**config.mk**
```make
export PLATFORM = sky130hd
export DESIGN_NAME = script_opcode_tokenizer
export DESIGN_NICKNAME = d
export VERILOG_FILES = /design/src/hw/rtl/sot_pkg.sv /design/src/hw/rtl/script_opcode_tokenizer.sv /design/src/hw/rtl/sot_csr.sv /design/src/hw/rtl/sot_step.sv
export VERILOG_INCLUDE_DIRS = /design/src /design/src/hw/rtl
export SDC_FILE = /design/constraint.sdc
export NUM_CORES = 1
export LEC_CHECK = 0
export BUFFER_PORTS_ARGS = -buffer_cell sky130_fd_sc_hd__buf_2
export CORE_UTILIZATION = 31
export DETAILED_ROUTE_END_ITERATION = 6
export GPL_TIMING_DRIVEN = 0
export HOLD_SLACK_MARGIN = 0.1
export PLACE_DENSITY = 0.59
export SETUP_SLACK_MARGIN = 0.1
export SYNTH_ARGS = -nofsm -noshare
export SYNTH_HDL_FRONTEND = slang
export SYNTH_SLANG_ARGS = --single-unit
```
**constraint.sdc**
```tcl
create_clock -name clock -period 4.65 [get_ports clock]
set_clock_uncertainty 0.05 [all_clocks]
set_input_delay 0.6975 -clock clock [delete_from_list [all_inputs] [get_ports clock]]
set_output_delay 0.6975 -clock clock [all_outputs]
set_load 0.1 [all_outputs]
```
**src/hw/rtl/assert_macros.svh**
```systemverilog
// assertion helpers for the rtl
`ifndef ASSERT_MACROS_SVH
`define ASSERT_MACROS_SVH

// property must hold at every clock edge outside reset
`define ASSERT_HOLDS(label, clk, rst, prop) \
   label: assert property (@(posedge clk) disable iff (rst) (prop)) \
      else $error("assertion failed");

// expression must never be true outside reset
`define ASSERT_NEVER(label, clk, rst, expr) \
   label: assert property (@(posedge clk) disable iff (rst) !(expr)) \
      else $error("forbidden condition seen");

`endif

```
**src/hw/rtl/sot_pkg.sv**
```systemverilog
package sot_pkg;

   // payload length carried by every reference opcode
   localparam int unsigned REF_PAYLOAD_BYTES = 36;

   // opcodes with fixed meaning
   localparam logic [7:0] OP_ZERO      = 8'h00;
   localparam logic [7:0] OP_PUSH_LEN1 = 8'h4c;
   localparam logic [7:0] OP_PUSH_LEN2 = 8'h4d;
   localparam logic [7:0] OP_PUSH_LEN4 = 8'h4e;
   localparam logic [7:0] OP_LAST_PUSH = 8'h60;

   // byte roles on the result channel
   localparam logic [1:0] ROLE_OPCODE  = 2'd0;
   localparam logic [1:0] ROLE_LENGTH  = 2'd1;
   localparam logic [1:0] ROLE_PAYLOAD = 2'd2;

   // register map
   localparam int unsigned CSR_ADDR_WIDTH = 5;
   localparam logic [2:0] REG_PUSH_REF        = 3'd0;
   localparam logic [2:0] REG_REQUIRE_REF     = 3'd1;
   localparam logic [2:0] REG_DISALLOW_REF    = 3'd2;
   localparam logic [2:0] REG_DISALLOW_SIB    = 3'd3;
   localparam logic [2:0] REG_SINGLETON_REF   = 3'd4;
   localparam logic [2:0] REG_MAX_OPCODE      = 3'd5;
   localparam logic [2:0] REG_MAX_ELEMENT     = 3'd6;

   typedef enum logic [1:0] {
      PH_OPCODE  = 2'd0,
      PH_LENGTH  = 2'd1,
      PH_PAYLOAD = 2'd2
   } phase_type;

   typedef struct packed {
      logic [7:0] byte_value;
      logic       last_of_script;
   } sot_req_type;

   typedef struct packed {
      logic [7:0]  byte_echo;
      logic [1:0]  byte_role;
      logic [7:0]  current_opcode;
      logic [31:0] push_length;
      logic        op_end;
      logic        op_invalid;
      logic        not_push;
      logic        truncated;
   } sot_rsp_type;

   typedef struct packed {
      logic [7:0]  push_ref_op;
      logic [7:0]  require_ref_op;
      logic [7:0]  disallow_ref_op;
      logic [7:0]  disallow_sibling_op;
      logic [7:0]  singleton_ref_op;
      logic [7:0]  max_opcode_value;
      logic [31:0] max_element_bytes;
   } sot_cfg_type;

   // number of little-endian length bytes after a pushdata opcode
   function automatic logic [2:0] length_field_bytes(input logic [7:0] op);
      logic [2:0] n;
      if (op == OP_PUSH_LEN1) begin
         n = 3'd1;
      end else if (op == OP_PUSH_LEN2) begin
         n = 3'd2;
      end else begin
         n = 3'd4;
      end
      return n;
   endfunction

endpackage

```
**src/hw/rtl/script_opcode_tokenizer.sv**
```systemverilog
// Script opcode tokenizer.
// Script bytes arrive on the req_ channel (req_valid, req_stall, req_data) one
// word per byte, with last_of_script marking the final byte of each script.
// Every byte yields exactly one word on the rsp_ channel (rsp_valid,
// rsp_stall, rsp_data) tagging it as opcode, length or payload byte, with the
// opcode it belongs to, the push length once known, op end, invalid,
// non-push and truncation flags.
// Each accepted byte passes through the input register, then the decode and
// state update into the result register, which drives rsp_valid.
// Throughput is one byte per cycle while rsp_stall is low; the phase and
// counter registers update on the edge that loads the result register.
// When rsp_stall is held, the result register keeps its word, the input
// register fills, and req_stall rises until the result is taken. Reset
// clears both valid flags, the parser state and the csr_ registers to their
// defaults; the parser restarts after every last_of_script byte. The user must
// write registers via csr_ only while the block is idle; it is not enforced.
module script_opcode_tokenizer (
   input  logic                                clock,
   input  logic                                reset,
   input  logic                                req_valid,
   output logic                                req_stall,
   input  sot_pkg::sot_req_type                req_data,
   output logic                                rsp_valid,
   input  logic                                rsp_stall,
   output sot_pkg::sot_rsp_type                rsp_data,
   input  logic                                csr_psel,
   input  logic                                csr_penable,
   input  logic                                csr_pwrite,
   input  logic [sot_pkg::CSR_ADDR_WIDTH-1:0]  csr_paddr,
   input  logic [31:0]                         csr_pwdata,
   output logic [31:0]                         csr_prdata,
   output logic                                csr_pready
);

   sot_pkg::sot_cfg_type cfg;
   sot_pkg::sot_req_type in_word_ff;
   sot_pkg::sot_rsp_type rsp_word_ff;
   sot_pkg::sot_rsp_type step_word;
   logic                 in_valid_ff, in_valid_in;
   logic                 rsp_valid_ff, rsp_valid_in;
   logic                 advance;
   logic                 take_in;

   sot_csr u_csr (
      .clock       (clock),
      .reset       (reset),
      .csr_psel    (csr_psel),
      .csr_penable (csr_penable),
      .csr_pwrite  (csr_pwrite),
      .csr_paddr   (csr_paddr),
      .csr_pwdata  (csr_pwdata),
      .csr_prdata  (csr_prdata),
      .csr_pready  (csr_pready),
      .cfg         (cfg)
   );

   sot_step u_step (
      .clock    (clock),
      .reset    (reset),
      .step_en  (advance),
      .word_in  (in_word_ff),
      .cfg      (cfg),
      .word_out (step_word)
   );

   // handshake between input and result registers
   assign advance   = in_valid_ff && (!rsp_valid_ff || !rsp_stall);
   assign req_stall = in_valid_ff && !advance;
   assign take_in   = req_valid && !req_stall;

   always_comb begin
      in_valid_in = in_valid_ff;
      if (take_in) begin
         in_valid_in = 1'b1;
      end else if (advance) begin
         in_valid_in = 1'b0;
      end
   end

   always_comb begin
      rsp_valid_in = rsp_valid_ff;
      if (advance) begin
         rsp_valid_in = 1'b1;
      end else if (rsp_valid_ff && !rsp_stall) begin
         rsp_valid_in = 1'b0;
      end
   end

   // valid flags
   always_ff @(posedge clock) begin
      if (reset) begin
         in_valid_ff  <= 1'b0;
         rsp_valid_ff <= 1'b0;
      end else begin
         in_valid_ff  <= in_valid_in;
         rsp_valid_ff <= rsp_valid_in;
      end
   end

   // payload registers
   always_ff @(posedge clock) begin
      if (take_in) begin
         in_word_ff <= req_data;
      end
      if (advance) begin
         rsp_word_ff <= step_word;
      end
   end

   assign rsp_valid = rsp_valid_ff;
   assign rsp_data  = rsp_word_ff;

endmodule

```
**src/hw/rtl/sot_csr.sv**
```systemverilog
module sot_csr (
   input  logic                                clock,
   input  logic                                reset,
   input  logic                                csr_psel,
   input  logic                                csr_penable,
   input  logic                                csr_pwrite,
   input  logic [sot_pkg::CSR_ADDR_WIDTH-1:0]  csr_paddr,
   input  logic [31:0]                         csr_pwdata,
   output logic [31:0]                         csr_prdata,
   output logic                                csr_pready,
   output sot_pkg::sot_cfg_type                cfg
);

   sot_pkg::sot_cfg_type cfg_ff;
   sot_pkg::sot_cfg_type cfg_in;
   logic [2:0]           reg_index;
   logic                 wr_en;

   assign reg_index  = csr_paddr[4:2];
   assign wr_en      = csr_psel & csr_penable & csr_pwrite;
   assign csr_pready = 1'b1;
   assign cfg        = cfg_ff;

   // register write decode
   always_comb begin
      cfg_in = cfg_ff;
      if (wr_en) begin
         unique case (reg_index)
            sot_pkg::REG_PUSH_REF:      cfg_in.push_ref_op         = csr_pwdata[7:0];
            sot_pkg::REG_REQUIRE_REF:   cfg_in.require_ref_op      = csr_pwdata[7:0];
            sot_pkg::REG_DISALLOW_REF:  cfg_in.disallow_ref_op     = csr_pwdata[7:0];
            sot_pkg::REG_DISALLOW_SIB:  cfg_in.disallow_sibling_op = csr_pwdata[7:0];
            sot_pkg::REG_SINGLETON_REF: cfg_in.singleton_ref_op    = csr_pwdata[7:0];
            sot_pkg::REG_MAX_OPCODE:    cfg_in.max_opcode_value    = csr_pwdata[7:0];
            sot_pkg::REG_MAX_ELEMENT:   cfg_in.max_element_bytes   = csr_pwdata;
            default: ;
         endcase
      end
   end

   always_ff @(posedge clock) begin
      if (reset) begin
         cfg_ff.push_ref_op         <= 8'd208;
         cfg_ff.require_ref_op      <= 8'd209;
         cfg_ff.disallow_ref_op     <= 8'd210;
         cfg_ff.disallow_sibling_op <= 8'd211;
         cfg_ff.singleton_ref_op    <= 8'd216;
         cfg_ff.max_opcode_value    <= 8'd255;
         cfg_ff.max_element_bytes   <= 32'd520;
      end else begin
         cfg_ff <= cfg_in;
      end
   end

   // read back
   always_comb begin
      unique case (reg_index)
         sot_pkg::REG_PUSH_REF:      csr_prdata = {24'd0, cfg_ff.push_ref_op};
         sot_pkg::REG_REQUIRE_REF:   csr_prdata = {24'd0, cfg_ff.require_ref_op};
         sot_pkg::REG_DISALLOW_REF:  csr_prdata = {24'd0, cfg_ff.disallow_ref_op};
         sot_pkg::REG_DISALLOW_SIB:  csr_prdata = {24'd0, cfg_ff.disallow_sibling_op};
         sot_pkg::REG_SINGLETON_REF: csr_prdata = {24'd0, cfg_ff.singleton_ref_op};
         sot_pkg::REG_MAX_OPCODE:    csr_prdata = {24'd0, cfg_ff.max_opcode_value};
         sot_pkg::REG_MAX_ELEMENT:   csr_prdata = cfg_ff.max_element_bytes;
         default:                    csr_prdata = 32'd0;
      endcase
   end

endmodule

```
**src/hw/rtl/sot_step.sv**
```systemverilog
`include "assert_macros.svh"

module sot_step (
   input  logic                 clock,
   input  logic                 reset,
   input  logic                 step_en,
   input  sot_pkg::sot_req_type word_in,
   input  sot_pkg::sot_cfg_type cfg,
   output sot_pkg::sot_rsp_type word_out
);

   sot_pkg::phase_type phase_ff, phase_in;
   logic [7:0]  held_opcode_ff, held_opcode_in;
   logic [2:0]  length_left_ff, length_left_in;
   logic [31:0] length_accum_ff, length_accum_in;
   logic [31:0] payload_left_ff, payload_left_in;

   logic [7:0]  b;
   logic        last;
   logic [2:0]  total_len;
   logic [1:0]  lane;
   logic [31:0] accum_new;
   logic        is_ref;
   logic [1:0]  role;
   logic [7:0]  opcode;
   logic [31:0] plen;
   logic        end_op;

   assign b    = word_in.byte_value;
   assign last = word_in.last_of_script;

   // merge the incoming length byte into its lane
   assign total_len = sot_pkg::length_field_bytes(held_opcode_ff);
   assign lane      = 2'(total_len - length_left_ff);
   always_comb begin
      accum_new = length_accum_ff;
      unique case (lane)
         2'd0:    accum_new[7:0]   = length_accum_ff[7:0]   | b;
         2'd1:    accum_new[15:8]  = length_accum_ff[15:8]  | b;
         2'd2:    accum_new[23:16] = length_accum_ff[23:16] | b;
         default: accum_new[31:24] = length_accum_ff[31:24] | b;
      endcase
   end

   // reference opcode match
   assign is_ref = (b == cfg.push_ref_op) || (b == cfg.require_ref_op) ||
                   (b == cfg.disallow_ref_op) || (b == cfg.disallow_sibling_op) ||
                   (b == cfg.singleton_ref_op);

   // result decode for the current byte
   always_comb begin
      role   = sot_pkg::ROLE_OPCODE;
      opcode = b;
      plen   = 32'd0;
      end_op = 1'b0;
      unique case (phase_ff)
         sot_pkg::PH_LENGTH: begin
            role   = sot_pkg::ROLE_LENGTH;
            opcode = held_opcode_ff;
            if (length_left_ff == 3'd1) begin
               plen   = accum_new;
               end_op = (accum_new == 32'd0);
            end
         end
         sot_pkg::PH_PAYLOAD: begin
            role   = sot_pkg::ROLE_PAYLOAD;
            opcode = held_opcode_ff;
            plen   = (held_opcode_ff <= sot_pkg::OP_PUSH_LEN4) ? length_accum_ff
                                                              : 32'(sot_pkg::REF_PAYLOAD_BYTES);
            end_op = (payload_left_ff == 32'd1);
         end
         default: begin
            if (b < sot_pkg::OP_PUSH_LEN1) begin
               plen   = {24'd0, b};
               end_op = (b == sot_pkg::OP_ZERO);
            end else if (b <= sot_pkg::OP_PUSH_LEN4) begin
               end_op = 1'b0;
            end else if (is_ref) begin
               plen = 32'(sot_pkg::REF_PAYLOAD_BYTES);
            end else begin
               end_op = 1'b1;
            end
         end
      endcase
   end

   // result word
   always_comb begin
      word_out.byte_echo      = b;
      word_out.byte_role      = role;
      word_out.current_opcode = opcode;
      word_out.push_length    = plen;
      word_out.op_end         = end_op;
      word_out.op_invalid     = end_op && ((opcode > cfg.max_opcode_value) ||
                                           (plen > cfg.max_element_bytes));
      word_out.not_push       = end_op && (opcode > sot_pkg::OP_LAST_PUSH);
      word_out.truncated      = !end_op && last;
   end

   // next state
   always_comb begin
      phase_in        = phase_ff;
      held_opcode_in  = held_opcode_ff;
      length_left_in  = length_left_ff;
      length_accum_in = length_accum_ff;
      payload_left_in = payload_left_ff;
      unique case (phase_ff)
         sot_pkg::PH_LENGTH: begin
            length_accum_in = accum_new;
            length_left_in  = length_left_ff - 3'd1;
            if (length_left_ff == 3'd1 && accum_new != 32'd0) begin
               phase_in        = sot_pkg::PH_PAYLOAD;
               payload_left_in = accum_new;
            end
         end
         sot_pkg::PH_PAYLOAD: begin
            payload_left_in = payload_left_ff - 32'd1;
         end
         default: begin
            held_opcode_in  = b;
            length_accum_in = 32'd0;
            if (b < sot_pkg::OP_PUSH_LEN1) begin
               length_accum_in = {24'd0, b};
               if (b != sot_pkg::OP_ZERO) begin
                  phase_in        = sot_pkg::PH_PAYLOAD;
                  payload_left_in = {24'd0, b};
               end
            end else if (b <= sot_pkg::OP_PUSH_LEN4) begin
               phase_in       = sot_pkg::PH_LENGTH;
               length_left_in = sot_pkg::length_field_bytes(b);
            end else if (is_ref) begin
               phase_in        = sot_pkg::PH_PAYLOAD;
               payload_left_in = 32'(sot_pkg::REF_PAYLOAD_BYTES);
            end
         end
      endcase
      if (end_op) begin
         phase_in        = sot_pkg::PH_OPCODE;
         length_left_in  = 3'd0;
         payload_left_in = 32'd0;
      end
      // end of script starts the next one afresh
      if (last) begin
         phase_in        = sot_pkg::PH_OPCODE;
         held_opcode_in  = 8'd0;
         length_left_in  = 3'd0;
         length_accum_in = 32'd0;
         payload_left_in = 32'd0;
      end
   end

   always_ff @(posedge clock) begin
      if (reset) begin
         phase_ff        <= sot_pkg::PH_OPCODE;
         held_opcode_ff  <= 8'd0;
         length_left_ff  <= 3'd0;
         length_accum_ff <= 32'd0;
         payload_left_ff <= 32'd0;
      end else if (step_en) begin
         phase_ff        <= phase_in;
         held_opcode_ff  <= held_opcode_in;
         length_left_ff  <= length_left_in;
         length_accum_ff <= length_accum_in;
         payload_left_ff <= payload_left_in;
      end
   end

   // checks
   `ASSERT_HOLDS(a_last_restarts, clock, reset,
                 (step_en && last) |=> (phase_ff == sot_pkg::PH_OPCODE))
   `ASSERT_NEVER(a_payload_count_live, clock, reset,
                 (phase_ff == sot_pkg::PH_PAYLOAD) && (payload_left_ff == 32'd0))
   `ASSERT_HOLDS(a_length_count_range, clock, reset,
                 (phase_ff == sot_pkg::PH_LENGTH) |->
                 ((length_left_ff != 3'd0) && (length_left_ff <= 3'd4)))

endmodule
```
== Word-level counts from Yosys, hierarchy flattened ==
Index checks and enable logic that the tools add are counted.

* Flip-flop bits (word level): 222
* Latch bits: 0
* RAM bits: 0
* Memory bits (read-only): 0
* Memories kept: 0

* Add/subtract/negate cells: 3
* Multipliers: 0
* Div/mod/pow operators: 0
* $lt $le $gt $ge: 6
* Equal/unequal tests: 28
* Shift operators: 0
* Multiplexer cells: 51
* Bitwise gates (word level): 6
* Reductions and logical operators: 43

{| class="wikitable"
|+ Operator list
! kind !! number
|-
| two-way mux 32 bit || 12
|-
| case mux 32 bit (7 select lines) || 1
|-
| case mux 32 bit (2 select lines) || 3
|-
| two-way mux 8 bit || 7
|-
| equality test 8 bit || 5
|-
| equality test 32 x 1 -> 1 bit (second input constant) || 1
|-
| equality test 8 x 7 -> 1 bit (second input constant) || 4
|-
| > comparator 32 bit || 1
|-
| logical NOT 32 bit || 1
|-
| bitwise OR 8 bit || 4
|-
| nonzero test 32 bit || 1
|-
| subtractor 32 x 1 -> 32 bit (second input constant) || 1
|-
| two-way mux 2 bit || 9
|-
| two-way mux 3 bit || 6
|-
| <= comparator 8 x 7 -> 1 bit (second input constant) || 2
|-
| AND reduction 2 bit || 8
|-
| nonzero test 6 bit || 2
|-
| AND reduction 5 bit || 2
|-
| equality test 3 bit (second input constant) || 3
|-
| > comparator 8 x 7 -> 1 bit (second input constant) || 1
|-
| > comparator 8 bit || 1
|-
| logical AND 1 bit || 8
|-
| logical NOT 8 bit || 1
|-
| less-than comparator 8 x 7 -> 1 bit (second input constant) || 1
|-
| other kinds (29) || 52
|}

== Logic depth before layout (Yosys ltp) ==
* Depth after elaboration: 13
* Gate-level depth with buffers: 20
* Depth with buffers taken out: 19

== Hierarchy ==
Synthesis repeated with hierarchy kept, for this count alone.

* Cells, all modules: 1421
* Area, all modules: 13048.8 um2

{| class="wikitable"
|+ Modules (own cells, without submodules)
! module !! instances !! cells each !! area each (um2)
|-
| sot_step || 1 || 936 || 7036.7
|-
| sot_csr || 1 || 412 || 4033.9
|-
| script_opcode_tokenizer || 1 || 73 || 1978.1
|}

== Worst setup path before layout ==
Ideal clock, no wire load.

* Path kind: input -> output
* From: in csr_paddr[2] (netlist bit)
* To: out csr_prdata[5]
* Arrival time: 3.750 ns
* Required time: 3.903 ns
* Slack: 0.153 ns
* Cell stages on the path: 6
* Path buffers: 2
* Path through: buf_1 -> clkbuf_1 -> mux2i_1 -> nor2_1 -> a21oi_1 -> o21ai_0

* Word-level cells in the longest chain between the ends: 2
* Elaborated cells on any way between the ends: 8
* Those cells by class: eq/ne (6); mux (1); reduce/logical (1)

{| class="wikitable"
|+ RTL lines
! element !! RTL line !! text
|-
| start: declaration || script_opcode_tokenizer.sv:29 || <nowiki>input logic [sot_pkg::CSR_ADDR_WIDTH-1:0] csr_paddr,</nowiki>
|-
| equality test 3 bit, or another cell as far along || sot_csr.sv:57 || <nowiki>unique case (reg_index)</nowiki>
|-
| case mux 32 bit (7 select lines) (*) || sot_csr.sv:57 ||
|-
| end: declaration || script_opcode_tokenizer.sv:31 || <nowiki>output logic [31:0] csr_prdata,</nowiki>
|}

Every way passes the cells marked *; elsewhere a longest branch is shown, timed or not.

==> results.yml <==
critical_path:
  required_ns: 4.87
  worst_setup_path_end_kind: "register"
  path_cells: "clkbuf_1 -> xor2_1 -> nor4_1 -> nand2_1 -> o211ai_1 -> o21bai_1 -> a31oi_1 -> ha_1 -> o21ai_0 -> nand2b_1 -> a21oi_1 -> o21ai_0 -> a211oi_1 -> o211ai_1 -> nand2_1 -> a21boi_1"
  cp_num_cells: 16
  cp_slowest_cell: "clkbuf_1"
  cp_max_fo: 9
  cpPeakStageDelay_ns: 0.67
  critPathArrivalTime_ns: 4.69
  worstSetupPathType: "register to register"
  reg2regPathDepth: 16
  start_kind: "register"
  crit_buf_inv: 1
  critPathTopFamily: "compound AO/OA/AOI/OAI gates"
cts:
  cts_tree: "done"
  cts.path.max_buffers: 3
  ctsHtreeMaxLevel: 1
  hold_buffers: 0
  clock_latency_ns: 0.54
  numCtsBuffers: 25
  clk_pin_slew_worst_paths_ns: 0.06
  cts_sinks: 222
  clock-root-buffer: "clkbuf_16"
logic_synthesis:
  synth_seq_cells: 222
  synth_area_per_cell_um2: 8.775
  muxShareOfSynthArea_pct: 6.493
  synth-xor-area-share_pct: 4.203
  ys_warn_count: 0
  synth.distinct_cells: 75
  syn_inst: 1401
  yosys_most_used_dff: "dfxtp_1"
  synth-simple-area-share_pct: 19.10
  synth_top_family_by_area: "simple AND/OR/NAND/NOR gates"
  netlist_area_mm2: 0.01229
  synth-seq-area-share_pct: 41.28
  synthAdderAreaFrac_pct: 4.885
  synth_compound_area_share_pct: 18.79
  synth_edf_count: 63
  syn-num-nets: 1502
  async_reset_ff_share_pct: 0
routing:
  wirelength_um: 44900
  wl_per_cell_um: 21.32
  first_pass_iters: 6
  postRouteAntennaNets: 0
  first_iter_violations: 1247
  drc: 0
  route.vias.total: 11790
  routed_via_density: 5.598
layout:
  drive_above_1_share_pct: 16.25
  fillers: 4027
  multi_input_area_mm2: 0.006664
  final_cell_mix: "159 x dfxtp_1, 155 x nand2_1, 141 x buf_2"
  nets: 1671
  diodes: 0
  area_delta_synth_final_pct: 18.87
  layout_commonest_cell: "dfxtp_1"
  register_area_mm2: 0.005075
sta:
  worst_pin_slew_ns: 1.105
  finalCritPeriodShare_pct: 95.97
  setup_ws_ns: 0.1873
  finalMaxSlewViolations: 0
  fmax_mhz: 224.1
  rsz0062_at_grt: "no"
  layout_min_cycle_time_ns: 4.463
  finalSetupViolations: 0
  slew_headroom_pct: 25.80
  final-hold-violation-count: 0
global_route:
  grt_max_degree: 53
  overflow: 0
  grt_pass1_wl_um: 67700
  grt_use_total_pct: 21.56
  grt_antenna_before_repair: 0
  grt_pass1_vias: 11190
die:
  io_pins: 142
  fp.dieH_um: 201.1
  fp.dieArea_mm2: 0.04046
  die_x_um: 201.1
  rows: 72
  start_util_pct: 31.59
  fp.coreArea_mm2: 0.03892
place:
  place.detailed.hpwl_um: 33500
  preCtsSetupSlack_ns: -0.5155
  io_buffers: 136
  gp_congestion: 0.9499
min_path:
  hold_depth: 1
  hp-class: "input port to register"
pwr:
  power.leakage_nw: 5.696
  irDropWorstVdd_mv: 0.2895
  power_density_mw_per_mm2: 319.3
  p_total_mw: 4.667
flow_run:
  cap_violations: 0
run_status:
  status: "completed"
[cell type report]
cell class | count | area share (%)
timing repair buffer | 143 | 5.154
buffer | 103 | 2.962
inverter | 63 | 1.627
clock buffer | 35 | 4.957
multi-input combinational | 1012 | 45.60
tap | 518 | 4.435
sequential | 222 | 34.73
clock inverter | 10 | 0.5394
[synth_stat cells (all sizes together) (7+ instances only)]
cell	count	area share, %
a21o	15	0.92
a21oi	102	4.2
a22o	9	0.64
a22oi	28	1.7
a31oi	16	0.81
a32o	10	0.81
a32oi	25	1.8
and2	9	0.46
and3	38	1.9
buf	9	0.40
clkbuf	95	2.9
dfxtp	159	26
edfxtp	63	15
ha	48	4.9
inv	61	1.9
mux2	10	0.92
mux2i	55	4.5
nand2	155	4.7
nand3	19	0.77
nand3b	7	0.43
nand4	13	0.66
nor2	141	4.3
nor2b	12	0.61
nor3	32	1.4
nor4	20	1.1
o211ai	17	1.0
o21ai	53	2.2
o2bb2ai	14	1.0
or2	7	0.36
or3	8	0.41
xnor2	24	1.7
xor2	35	2.5
[stage by stage]
step / area [um^2] / hold slack, ns / setup TNS (ns) / utilization, % / instances
after detailed placement: 13650 / 0.3949 / -0.5155 / 35.08 / 2056
final: 14610 / 0.2790 / 0 / 37.55 / 2106
after global placement: 13620 / 0.3836 / -36.68 / 35.01 / 2055
after CTS: 14490 / 0.2627 / 0 / 37.23 / 2100
after global routing: 14610 / 0.2731 / 0 / 37.55 / 2106
after floorplan: 12290 / 0.3744 / 0 / - / 1401
[metal layers]
metal	up-vias	part of all wire [%]	routed length (um)	track usage, %
met1	5722	45	20320	30.33
met4	0	3.5	1590	7.879
li1	5419	-	-	-
met2	546	43	19500	32.81
met5	-	0	0	0
met3	103	7.8	3491	3.871
[registers in the layout, indices dropped and copies added (netlist names)]
register,flops
u_csr.cfg,80
u_step.payload_left_ff,32
u_step.phase_ff,2
u_step.held_opcode_ff,8
u_step.length_accum_ff,32
in_valid_ff,1
rsp_data,54
in_word_ff,9
u_step.length_left_ff,3
rsp_valid,1
[path summary, 6_finish.rpt]
kind                 start       endpoint  slack [ns]
max reg2reg  in_word_ff[2]    rsp_data[2]        0.19
min reg2reg  in_word_ff[5]   rsp_data[50]        0.39
max          in_word_ff[2]    rsp_data[2]        0.19
min            req_data[2]  in_word_ff[2]        0.28
[cell families after synthesis]
| kind of cell | count (synthesis) |
|---|---|
| DFF | 222 |
| and+or+nand+nor | 489 |
| muxes | 71 |
| buffers and inverters | 167 |
| other | 1 |
| adders and majority gates | 48 |
| AOI/OAI and AO/OA | 344 |
| xor gates and xnor gates | 59 |
[repair_timing]
action	in CTS	in global routing
pin swaps	0	4
setup buffers	0	6
setup endpoints to repair	1	14
gates resized for setup	16	49
cloned	0	0
[power breakdown]
part	switching [mW]	internal, mW	leakage [nW]
Clock	0.840	1.14	0.395
Combinational	0.487	0.145	3.41
Sequential	0.0259	2.03	1.89
Note: power is estimated with default switching activity, not from simulation.
